$ cat config.mk
export PLATFORM = sky130hd
export DESIGN_NAME = cpve_queue
export DESIGN_NICKNAME = d
export VERILOG_FILES = /design/src/design/cpve_pkg.sv /design/src/design/cpve_queue.sv
export SDC_FILE = /design/constraint.sdc
export NUM_CORES = 1
export LEC_CHECK = 0
export BUFFER_PORTS_ARGS = -buffer_cell sky130_fd_sc_hd__buf_2
export CORE_UTILIZATION = 63
export CTS_BUF_LIST = sky130_fd_sc_hd__clkbuf_4
export DETAILED_ROUTE_END_ITERATION = 6
export PLACE_DENSITY = 0.88
export SLEW_MARGIN = 40
export SYNTH_ARGS = -nofsm -noshare
export SYNTH_HDL_FRONTEND = slang
export SYNTH_SLANG_ARGS = --single-unit
$ cat constraint.sdc
create_clock -name clk -period 2.84 [get_ports clk]
set_input_delay 0.568 -clock clk [delete_from_list [all_inputs] [get_ports clk]]
set_output_delay 0.568 -clock clk [all_outputs]
set_load 0.03 [all_outputs]
$ cat src/design/cpve_pkg.sv
// Shared types and constants of the Coons patch vertex evaluator.
`timescale 1ns / 1ps

package cpve_pkg;

    localparam int PARAM_W   = 17;   // s and t in Q0.16, 1.0 included
    localparam int WQ_W      = 25;   // Bezier weight in Q0.24, 1.0 included
    localparam int DIM_W     = 9;
    localparam int IDX_W     = 8;
    localparam int VIDX_W    = 16;
    localparam int SLOT_W    = 4;
    localparam int DIV_STEPS = PARAM_W;
    localparam int CURVES    = 4;
    localparam int POINTS    = 16;
    localparam int AXES      = 3;
    localparam int CFG_IDX_W = 1;

    localparam logic OP_LOAD = 1'b0;
    localparam logic OP_EVAL = 1'b1;

    localparam logic [CFG_IDX_W-1:0] CFG_GRID_COLS = 1'd0;
    localparam logic [CFG_IDX_W-1:0] CFG_GRID_ROWS = 1'd1;

    localparam logic [DIM_W-1:0] GRID_RESET = 9'd20;

    typedef struct packed {
        logic                is_eval;
        logic [SLOT_W-1:0]   slot;
        logic [PARAM_W-1:0]  s;
        logic [PARAM_W-1:0]  t;
        logic [VIDX_W-1:0]   vidx;
    } cpve_tag_t;

    typedef struct packed {
        logic [DIM_W-1:0]   rem;
        logic [PARAM_W-1:0] num;
        logic [PARAM_W-1:0] quo;
    } cpve_div_t;

endpackage

$ cat src/design/cpve_queue.sv
// Short queue that decouples the front part from the back part.
`timescale 1ns / 1ps

module cpve_queue
    import cpve_pkg::*;
#(
    parameter int DATA_W = 8,
    parameter int DEPTH  = 4
)
(
    input  logic              clk,
    input  logic              rst_n,
    input  logic              push_valid,
    output logic              push_stall,
    input  logic [DATA_W-1:0] push_data,
    output logic              pop_valid,
    input  logic              pop_ack,
    output logic [DATA_W-1:0] pop_data
);

    localparam int PTR_W = $clog2(DEPTH);
    localparam int CNT_W = $clog2(DEPTH + 1);

    logic [DATA_W-1:0] mem_reg [DEPTH];
    logic [PTR_W-1:0]  wr_ptr_reg;
    logic [PTR_W-1:0]  rd_ptr_reg;
    logic [CNT_W-1:0]  count_reg;
    logic [CNT_W-1:0]  count_next;
    logic              push;
    logic              pop;

    assign push_stall = (count_reg == CNT_W'(DEPTH));
    assign pop_valid  = (count_reg != '0);
    assign push       = push_valid && !push_stall;
    assign pop        = pop_ack && pop_valid;
    assign pop_data   = mem_reg[rd_ptr_reg];

    always_comb
    begin
        count_next = count_reg;
        if (push && !pop)
        begin
            count_next = count_reg + CNT_W'(1);
        end
        else if (pop && !push)
        begin
            count_next = count_reg - CNT_W'(1);
        end
    end

    always_ff @(posedge clk or negedge rst_n)
    begin
        if (!rst_n)
        begin
            wr_ptr_reg <= '0;
            rd_ptr_reg <= '0;
            count_reg  <= '0;
        end
        else
        begin
            count_reg <= count_next;
            if (push)
            begin
                wr_ptr_reg <= wr_ptr_reg + PTR_W'(1);
            end
            if (pop)
            begin
                rd_ptr_reg <= rd_ptr_reg + PTR_W'(1);
            end
        end
    end

    always_ff @(posedge clk)
    begin
        if (push)
        begin
            mem_reg[wr_ptr_reg] <= push_data;
        end
    end

endmodule

==> results.md <==
- Vias: 742
- GPL Wtd Cong: 0.659
- FP Rows: 17
- H-Tree Depth: 2
- DRC viols: 0
- Arr. time, crit path: 1860 ps
- CP top delay family: flip-flops
- Total clock buffers created by CTS: 5
- Initial antenna violation count: 0
- Post-CTS resize count: 0
- Hold Fails Final Rpt: 0
- Net Sw Power: 0.676 mW
- Ys flop type: edfxtp_1
- Logic pwr share: 0.368
- Achievable frequency: 412 MHz
- Mapped Cells: 77
- EDFF count, synth: 32
- Max-cap check violation count: 0
- Die area: 2700 um2
- Max-slew headroom: 0.610
- Final Util: 0.766
- DR iter-0 viols: 9
- Die W: 51.9 um
- Aggregate routed wire length: 2340 um
- Clk_lat worst skew: 340 ps
- GRT Overall Usage: 0.218
- Worst min path class: primary input to async pin
- Crit path time final: 2420 ps
- Sequential fraction of the synthesis area: 0.723
- I/O pins: 22
- CTS tree: yes
- CP Class: register to primary output
- Nets: 120
- PwrDens: 1060 nW/um2
- Critical path capture point type: primary output
- Post-DP HPWL: 1610 um
- Yosys warns: 0
- Buffers on Ports: 21
- Distinct cells, synth: 20
- Synth top cells by count: edfxtp_1, mux4_2, dfrtp_1, ha_1
- Unrepaired setup endpoints after global routing: no
- Sequential share of power: 0.489
- Initial core utilization: 0.690
- Total clock sinks: 39
- Syn Area/Cell: 20.4 um2
- Share of the synthesized area in the top cell type: 0.611
- Routed WL per cell: 17.8 um
- Register bit count reported by yosys: 39
- CP startpoint kind: register
- Area Growth Syn to Fin: 11.0%
- Placeable Area: 2280 um2
- Top-count cell post-synth: edfxtp_1
- Leak: 0.654 nW
- Int Power: 1.18 mW
- Slowest CP cell: dfrtp_1
- Die height: 51.9 um
- Fin. max-slew vios: 0
- Antenna-violating nets left: 0
- Setup TNS Final: 0 ps
- Max FFs per register: 32
- Cell Area, Synth: 1570 um2
- Switching Fraction: 0.365
- Crit Path Max Fanout: 10
- Antenna cells: 0
- Layout cells sized above 1: 0.369
- Vias in the first global route: 819
- Status: finished clean
- Vias per cell: 5.66
- Ranking of synthesized cells by area: edfxtp_1, mux4_2, dfrtp_1, ha_1, xnor2_1
- # setup viols final: 0
- Worst VDD drop: 0.000813 V
- Critical Path Source: rd_ptr_reg[0]
- Maximum number of pins on one net before global-route repair: 12
- Post-Syn Nets: 95
- CP required: 2270 ps
- Clk pin slew, worst setup/hold paths: 100 ps
- Clock share of power: 0.143
- CP Buf/Inv Count: 1
- CP max stage delay: 730 ps
- Largest area contributor in the netlist: edfxtp_1
- First-pass GRT wire length: 3750 um
- DRT Pass-1 Iters: 4
- Max Buffers Root-to-Sink: 2
- CTS Hold Bufs: 0
- FF-to-FF Start: count_reg[2]
- Worst Max-Slew Pin Slew: 585 ps
- Worst Skew: 4.27 ps
- CP Cell Sequence: mux4_2 -> buf_2
- Clock root cell: clkbuf_4
- Share of flip-flops with an asynchronous set or reset: 0.179
- Final Cycle Share: 0.854
- Global route overflow: 0
- Post-CTS Setup Bufs: 0
-- per-layer routing --
metal | wire length (um) | vias to the layer above | global-route usage
met1 | 968 | 369 | 0.255
met4 | 74 | 0 | 0.176
met5 | 0 | - | 0
li1 | - | 342 | -
met2 | 1200 | 23 | 0.348
met3 | 88 | 8 | 0.0439
-- power by group through the flow --
stage               sequential, mW  combinational, mW  clock [mW]
floorplan                    0.834              0.600           0
finish                       0.907              0.681       0.264
global route                 0.926              0.739       0.285
CTS                          0.909              0.687       0.273
global placement             0.908              0.664           0
detailed placement           0.921              0.686           0
-- final cells by class --
cell class / instances / area, um2
Multi-Input combinational cell: 32 / 404
Clock buffer: 6 / 45.0
Tap cell: 28 / 35.0
Sequential cell: 39 / 1140
Timing Repair Buffer: 21 / 105
Fill cell: 116 / 532
Inverter: 3 / 11.3
Clock inverter: 2 / 7.51
-- metrics by stage --
stage / cell area [um2] / setup slack, ps / power (mW) / hold WS [ps] / cells
6_report: 1740 / 415 / 1.85 / 36.6 / 131
3_3_place_gp: 1690 / 679 / 1.57 / 408 / 123
2_1_floorplan: 1570 / 634 / 1.43 / 272 / 77
3_5_place_dp: 1690 / 571 / 1.61 / 414 / 123
4_1_cts: 1740 / 390 / 1.87 / 29.1 / 131
5_1_grt: 1740 / 320 / 1.95 / 36.9 / 131
-- path summary, 6_finish.rpt --
| path | to | slack [ps] | cells after the start |
|---|---|---|---|
| setup / recovery | pop_data[7] | 420 | 2 |
| hold reg to reg | count_reg[2] | 490 | 1 |
| hold / removal | rd_ptr_reg[0] | 40 | 1 |
| setup reg to reg | count_reg[2] | 660 | 8 |
| min in group clk | mem_reg[3][1] | 430 | 1 |
| max in group asynchronous | wr_ptr_reg[0] | 2650 | 1 |
-- cell usage in the layout (no fill, tap or decap) --
cell type	Yosys	routed
mux4_2	8	8
mux2_4	1	1
dfrtp_1	7	7
edfxtp_1	32	32
nand3_1	1	1
nor2b_1	1	1
nor3b_2	1	1
mux2_2	1	1
or3_1	1	1
inv_1	3	3
xor2_1	2	2
clkbuf_4	0	6
fa_1	1	1
nor2_1	1	1
clkinv_1	0	2
ha_1	5	5
xnor2_1	4	4
buf_2	1	21
and2_1	4	4
nand2_1	1	1
-- kinds of logic (layout without fill, tap and decap cells) --
family | after synthesis | count (layout) | share of synthesized area
xor gates and xnor gates | 6 | 6 | 0.0334
adders and majority gates | 6 | 6 | 0.0525
buffers and inverters | 6 | 32 | 0.0199
DFF | 39 | 39 | 0.723
muxes | 10 | 10 | 0.131
and+or+nand+nor | 10 | 10 | 0.0398
Power figures use the tool's default switching activity.
