$ cat config.mk
export PLATFORM = sky130hd
export DESIGN_NAME = cpve_front
export DESIGN_NICKNAME = d
export VERILOG_FILES = /design/src/design/cpve_pkg.sv /design/src/design/cpve_front.sv
export SDC_FILE = /design/constraint.sdc
export NUM_CORES = 2
export LEC_CHECK = 0
export ABC_CLOCK_PERIOD_IN_PS = 18650
export BUFFER_PORTS_ARGS = -buffer_cell sky130_fd_sc_hd__buf_4
export CAP_MARGIN = 20
export CORE_MARGIN = 2
export CORE_UTILIZATION = 45
export DETAILED_ROUTE_END_ITERATION = 10
export PLACE_DENSITY = 0.73
export SETUP_SLACK_MARGIN = 0.1
export SLEW_MARGIN = 20
export SYNTH_ARGS = -nofsm -noshare
export SYNTH_HDL_FRONTEND = slang
export SYNTH_SLANG_ARGS = --single-unit
$ cat constraint.sdc
create_clock -name clk -period 18.65 [get_ports clk]
set_clock_uncertainty 0.15 [all_clocks]
set_input_delay 5.595 -clock clk [delete_from_list [all_inputs] [get_ports clk]]
set_output_delay 5.595 -clock clk [all_outputs]
set_load 0.005 [all_outputs]
$ cat src/design/cpve_pkg.sv
// Shared types and constants of the Coons patch vertex evaluator.
`timescale 1ns / 1ps

package cpve_pkg;

    localparam int PARAM_W   = 17;   // s and t in Q0.16, 1.0 included
    localparam int WQ_W      = 25;   // Bezier weight in Q0.24, 1.0 included
    localparam int DIM_W     = 9;
    localparam int IDX_W     = 8;
    localparam int VIDX_W    = 16;
    localparam int SLOT_W    = 4;
    localparam int DIV_STEPS = PARAM_W;
    localparam int CURVES    = 4;
    localparam int POINTS    = 16;
    localparam int AXES      = 3;
    localparam int CFG_IDX_W = 1;

    localparam logic OP_LOAD = 1'b0;
    localparam logic OP_EVAL = 1'b1;

    localparam logic [CFG_IDX_W-1:0] CFG_GRID_COLS = 1'd0;
    localparam logic [CFG_IDX_W-1:0] CFG_GRID_ROWS = 1'd1;

    localparam logic [DIM_W-1:0] GRID_RESET = 9'd20;

    typedef struct packed {
        logic                is_eval;
        logic [SLOT_W-1:0]   slot;
        logic [PARAM_W-1:0]  s;
        logic [PARAM_W-1:0]  t;
        logic [VIDX_W-1:0]   vidx;
    } cpve_tag_t;

    typedef struct packed {
        logic [DIM_W-1:0]   rem;
        logic [PARAM_W-1:0] num;
        logic [PARAM_W-1:0] quo;
    } cpve_div_t;

endpackage

$ cat src/design/cpve_front.sv
// Front part: accepts items, clamps the grid indices and divides out s and t.
`timescale 1ns / 1ps

module cpve_front
    import cpve_pkg::*;
#(
    parameter int COORD_WIDTH  = 24,
    parameter int MAX_GRID_DIM = 256
)
(
    input  logic                     clk,
    input  logic                     rst_n,
    input  logic                     in_valid,
    output logic                     in_stall,
    input  logic                     operation,
    input  logic [SLOT_W-1:0]        point_index,
    input  logic [3*COORD_WIDTH-1:0] coords,
    input  logic [IDX_W-1:0]         col_index,
    input  logic [IDX_W-1:0]         row_index,
    input  logic [DIM_W-1:0]         grid_cols,
    input  logic [DIM_W-1:0]         grid_rows,
    output logic                     out_valid,
    input  logic                     out_stall,
    output cpve_tag_t                out_tag,
    output logic [3*COORD_WIDTH-1:0] out_coords
);

    localparam int STAGES = DIV_STEPS;

    logic                     valid_reg  [STAGES];
    cpve_tag_t                tag_reg    [STAGES];
    logic [3*COORD_WIDTH-1:0] crd_reg    [STAGES];
    cpve_div_t                divs_reg   [STAGES];
    cpve_div_t                divt_reg   [STAGES];

    logic [DIM_W-1:0]   cols_eff;
    logic [DIM_W-1:0]   rows_eff;
    logic [DIM_W-1:0]   dc;
    logic [DIM_W-1:0]   dr;
    logic [IDX_W-1:0]   i_cl;
    logic [IDX_W-1:0]   j_cl;
    logic [23:0]        num_s;
    logic [23:0]        num_t;
    cpve_tag_t          tag_next;
    cpve_div_t          divs_next;
    cpve_div_t          divt_next;
    logic               adv;

    function automatic logic [DIM_W-1:0] eff_dim(logic [DIM_W-1:0] v);
        logic [DIM_W-1:0] r;
        r = v;
        if (v < 9'd2)
        begin
            r = 9'd2;
        end
        else if (32'(v) > MAX_GRID_DIM)
        begin
            r = DIM_W'(MAX_GRID_DIM);
        end
        return r;
    endfunction

    // One restoring step: one quotient bit.
    function automatic cpve_div_t div_step(cpve_div_t d, logic [DIM_W-1:0] dv);
        logic [DIM_W:0] trial;
        logic           ge;
        cpve_div_t      r;
        trial = {d.rem, d.num[PARAM_W-1]};
        ge    = trial >= {1'b0, dv};
        r.rem = ge ? DIM_W'(trial - {1'b0, dv}) : trial[DIM_W-1:0];
        r.num = {d.num[PARAM_W-2:0], 1'b0};
        r.quo = {d.quo[PARAM_W-2:0], ge};
        return r;
    endfunction

    assign adv      = !out_stall;
    assign in_stall = out_stall;

    always_comb
    begin
        cols_eff = eff_dim(grid_cols);
        rows_eff = eff_dim(grid_rows);
        dc       = cols_eff - 9'd1;
        dr       = rows_eff - 9'd1;
        i_cl     = ({1'b0, col_index} > dc) ? dc[IDX_W-1:0] : col_index;
        j_cl     = ({1'b0, row_index} > dr) ? dr[IDX_W-1:0] : row_index;
        // Numerator i*65536 + (cols-1)/2; the quotient never exceeds 17 bits.
        num_s    = {i_cl, 16'd0} + {15'd0, dc[DIM_W-1:1]};
        num_t    = {j_cl, 16'd0} + {15'd0, dr[DIM_W-1:1]};

        divs_next.rem = {2'd0, num_s[23:17]};
        divs_next.num = num_s[16:0];
        divs_next.quo = '0;
        divt_next.rem = {2'd0, num_t[23:17]};
        divt_next.num = num_t[16:0];
        divt_next.quo = '0;

        tag_next.is_eval = (operation == OP_EVAL);
        tag_next.slot    = point_index;
        tag_next.s       = '0;
        tag_next.t       = '0;
        tag_next.vidx    = VIDX_W'(17'(i_cl) + 17'(j_cl) * 17'(cols_eff));
    end

    always_ff @(posedge clk or negedge rst_n)
    begin
        if (!rst_n)
        begin
            for (int k = 0; k < STAGES; k++)
            begin
                valid_reg[k] <= 1'b0;
            end
        end
        else if (adv)
        begin
            valid_reg[0] <= in_valid;
            for (int k = 1; k < STAGES; k++)
            begin
                valid_reg[k] <= valid_reg[k-1];
            end
        end
    end

    always_ff @(posedge clk)
    begin
        if (adv)
        begin
            tag_reg[0]  <= tag_next;
            crd_reg[0]  <= coords;
            divs_reg[0] <= divs_next;
            divt_reg[0] <= divt_next;
            for (int k = 1; k < STAGES; k++)
            begin
                tag_reg[k]  <= tag_reg[k-1];
                crd_reg[k]  <= crd_reg[k-1];
                divs_reg[k] <= div_step(divs_reg[k-1], dc);
                divt_reg[k] <= div_step(divt_reg[k-1], dr);
            end
        end
    end

    // The last quotient bit is resolved on the way into the queue.
    always_comb
    begin
        out_valid  = valid_reg[STAGES-1];
        out_coords = crd_reg[STAGES-1];
        out_tag    = tag_reg[STAGES-1];
        out_tag.s  = div_step(divs_reg[STAGES-1], dc).quo;
        out_tag.t  = div_step(divt_reg[STAGES-1], dr).quo;
    end

endmodule

==> results.md <==
* Status: complete, no violations
* Crit end category: output port
* Gr usage total at 14.8%
* Simple-gate portion of the synthesized area at 4.67%
* CP Max Fanout at 11
* Rows at 165
* IO Pins at 244
* Crit path top cell by count: buf_4
* Max incr delay on CP at 0.59 ns
* # hold bufs at CTS at 0
* Worst r2r src: divt_reg[0][33]
* Sw Share at 26.8%
* WP data arrival at 9.63 ns
* Post-CTS Setup Repair Bufs at 0
* Sequential element share of the synthesized area at 78.2%
* Share of layout cells above drive strength 1 at 14.1%
* Die Span Y at 455 um
* Clk pwr share at 32.2%
* Global-route wire length before repair at 239,000 um
* Mux share of post-synthesis cell area at 1.14%
* Syn avg cell area at 17.6 um2
* Starting Density at 45.3%
* 1st-iter DRT viols at 3,942
* FFs w/ async S/R, synth at 0.711%
* Fin crit period at 15.37 ns
* Min Hold Slack at 0.216 ns
* Clock Latency Late Sink at 0.90 ns
* Synth Area in Compound Gates at 5.25%
* Via count at 43,298
* TritonCTS Buffers at 234
* CTS max path bufs at 3
* CORE AREA at 202,000 um2
* PD cells at 141 nW/um2
* Hold crit path type: reg2reg
* Comb pwr share at 18.9%
* CP Launch Type: input pin
* Number of flip-flops in the largest register at 1,224
* Maximum clock rate at 65.0 MHz
* Post-DP HPWL at 93,800 um
* Ys Warns at 0
* Register bit total from synthesis at 2,390
* Delay-heaviest family, CP: adder cells
* Pleak at 36.9 nW
* Worst-case reg-to-reg path depth at 12
* Drt via density at 5.14
* Hold path cells at 0
* Number of remaining DRC errors at 0
* # setup viols final at 0
* Worst Hold Launch: crd_reg[0][30]
* Cell Int Power at 10.7 mW
* Sequential Power Share at 48.8%
* Final period util at 82.4%
* Worst-path clk slew at 0.06 ns
* Antenna violations before repair at 3
* Placed Area at 96,100 um2
* MaxCap Viol Count at 0
* Slew of the pin with the lowest slew margin at 1.07 ns
* Largest net degree at the start of global routing at 204
* Port Buf Inserts at 243
* Fin util at 51.4%
* R2R Setup Slk at 14.86 ns
* VDD IR max at 98.0 uV
* Critical-path cell list: buf_4 -> nor4_4 -> a21boi_1 -> buf_4 -> inv_1 -> ha_1 -> xnor2_1 -> inv_1 -> ha_1 -> a21o_1 -> maj3_1 -> a21o_1 -> a21oi_1 -> nor2b_1 -> o221ai_1 -> nand2_1 -> buf_4
* Area growth, synth to finish at 13.6%
* ANT nets after route at 0
* Setup TNS at 0 ns
* Final Hold Fails at 0
* CTS tree: done
* Main combinational cell family by area after synthesis: adder cells
* Mapped Cells at 5,218
* Clk root buf: clkbuf_16
* Max-slew violations at 0
* Mapped cell area at 91,600 um2
* CTS H-tree lvls at 4
* Hold EP: crd_reg[0][102]
* Syn_nets at 5,670
* RePlAce Congestion at 0.873
* Post-Route WL at 154,000 um
* RR Endpoint: divt_reg[0][78]
* P_sw at 3.92 mW
* Post-route cell area at 104,000 um2
* CTS sink count at 2,390
* Drt first pass iters at 9
* Die W at 455 um
* Die Area at 207,000 um2
* Vias in the first global route at 43,086
* RSZ-0062 raised after global routing: false
* Synth unique cells at 97
* Post-cts resize count at 0
* Slew HR at 28.5%
* EDFF count, synth at 2,373
* Global route overflow at 0
* Post-Synth XOR/XNOR Area at 2.81%
* Avg WL per Cell at 18.3 um
* CP max stage cell: nor4_4
* Worst path required time at 12.90 ns
* Primary FF master, synth: edfxtp_1
* WS Path Type: in2out
* Buf+Inv Stages, Crit Path at 5
* Nets at 6,003
* Post-synthesis adder-cell area fraction at 5.55%
-- through the flow --
step / cells / power (mW) / worst slack, ns
2_1_floorplan: 5218 / 9.62 / -23.63
3_3_place_gp: 7986 / 9.89 / 2.97
3_5_place_dp: 7986 / 10.0 / 3.27
4_1_cts: 8424 / 14.8 / 3.23
5_1_grt: 8427 / 15.4 / 3.02
6_report: 8428 / 14.6 / 3.28
-- power by group through the flow --
stage	sequential [mW]	combinational (mW)	clock [mW]
2_1_floorplan	7.44	2.18	0
5_1_grt	7.21	3.11	5.08
4_1_cts	7.15	2.78	4.88
3_5_place_dp	7.25	2.75	0
6_report	7.15	2.78	4.72
3_3_place_gp	7.23	2.66	0
-- metal layers --
layer  global-route usage [%]  vias to the layer above  routed length, um
li1                         -                    20427                  -
met1                     18.9                    21372              64500
met2                     24.8                     1165              77100
met3                     3.05                      334               8140
met4                     5.60                        0               4780
met5                        0                        -                  0
-- worst reg2reg max path, stage by stage (launching register included) --
cell and delay (ns):
edfxtp_1 0.33, inv_1 0.07, ha_1 0.19, inv_1 0.09, fa_1 0.22, a21o_1 0.19
nor2_1 0.07, o41ai_1 0.72, a21o_1 0.25, maj3_1 0.26, o31ai_2 0.15, a211oi_4 0.50
mux2_1 0.40
-- Yosys cell counts, types with 10 or more instances --
cell type  number  area (um2)
nor2b_1        38         238
a31oi_1        21         131
o21ai_1        23         115
nor3_1         40         200
o21bai_1       16         120
a311oi_1       11        96.3
a221oi_1       10        87.6
o2111ai_1      22         193
fa_1           65        1300
nor4_1         24         150
a21o_1         53         398
clkbuf_1       58         218
o21ai_0       139         696
dfrtp_1        17         425
nand2b_1       65         407
o21a_1         24         180
maj3_1         35         350
xor2_1         43         377
o221ai_1       16         140
nand2_1       246         923
mux2i_1        18         180
o22ai_1        17         106
nand3_1        46         230
and3_1         18         113
and2_1         28         175
inv_1         218         818
ha_1          272        3400
buf_4         113         848
or2_2          12        75.1
xnor2_1       248        2170
nand4_1        35         219
a21oi_1       215        1080
o211ai_1       12        90.1
mux2_2         71         800
or3_1          18         113
nor2_1        293        1100
buf_2          28         140
buf_1          12        45.0
o31ai_1        21         158
edfxtp_1     2373       71300
a211oi_1       23         173
-- placed cells by master (no fill, tap or decap), types with 18 or more instances in the layout --
| master | instances |
|---|---|
| clkbuf_1 | 33 |
| mux2_2 | 71 |
| xnor2_1 | 248 |
| nand3_1 | 46 |
| nand2b_1 | 65 |
| clkbuf_16 | 234 |
| o21ai_0 | 139 |
| nand2_1 | 246 |
| buf_4 | 307 |
| nor2_1 | 292 |
| a211oi_1 | 23 |
| clkinv_2 | 38 |
| edfxtp_1 | 2373 |
| nor3_1 | 39 |
| inv_1 | 217 |
| o21a_1 | 24 |
| nor2b_1 | 38 |
| ha_1 | 272 |
| nor4_1 | 24 |
| and2_1 | 28 |
| o21ai_1 | 22 |
| o31ai_1 | 21 |
| maj3_1 | 35 |
| xor2_1 | 43 |
| and3_1 | 18 |
| bufinv_16 | 26 |
| or3_1 | 18 |
| clkinvlp_4 | 27 |
| a21oi_1 | 214 |
| nand4_1 | 35 |
| a31oi_1 | 21 |
| a21o_1 | 53 |
| clkinv_1 | 45 |
| fa_1 | 65 |
| o2111ai_1 | 22 |
-- how the worst max path moves through the flow --
| stage | depth (start not counted) | slack [ns] | start | to |
|---|---|---|---|---|
| 5_1_grt | 17 | 3.02 | grid_rows[2] | out_tag[16] |
| 6_report | 17 | 3.28 | grid_rows[2] | out_tag[16] |
| 4_1_cts | 19 | 3.23 | grid_cols[7] | out_tag[33] |
| 3_5_place_dp | 19 | 3.27 | grid_cols[7] | out_tag[33] |
| 2_1_floorplan | 3 | -23.63 | out_stall | crd_reg[0][0] |
| 3_3_place_gp | 19 | 2.97 | grid_cols[7] | out_tag[33] |
-- cell families (layout without fill, tap and decap cells) --
logic type	count (synthesis)	count (layout)
adder cells (fa/ha/maj)	375	375
buffers and inverters	439	974
XOR/XNOR	292	292
AND/OR/NAND/NOR	903	903
flip-flops	2390	2390
AO/OA/AOI/OAI	725	725
multiplexers	94	94
other	0	3
-- final cells by class --
cell class                      count  area [um2]
Fill cell                       16012       98200
Clock inverter                    168        1930
Clock buffer                      270        6020
Inverter                          222         837
Timing Repair Buffer              314        2440
Multi-Input combinational cell   2389       17800
Antenna cell                        3        7.51
Sequential cell                  2390       71700
Tap cell                         2672        3340
Power figures use the tool's default switching activity.
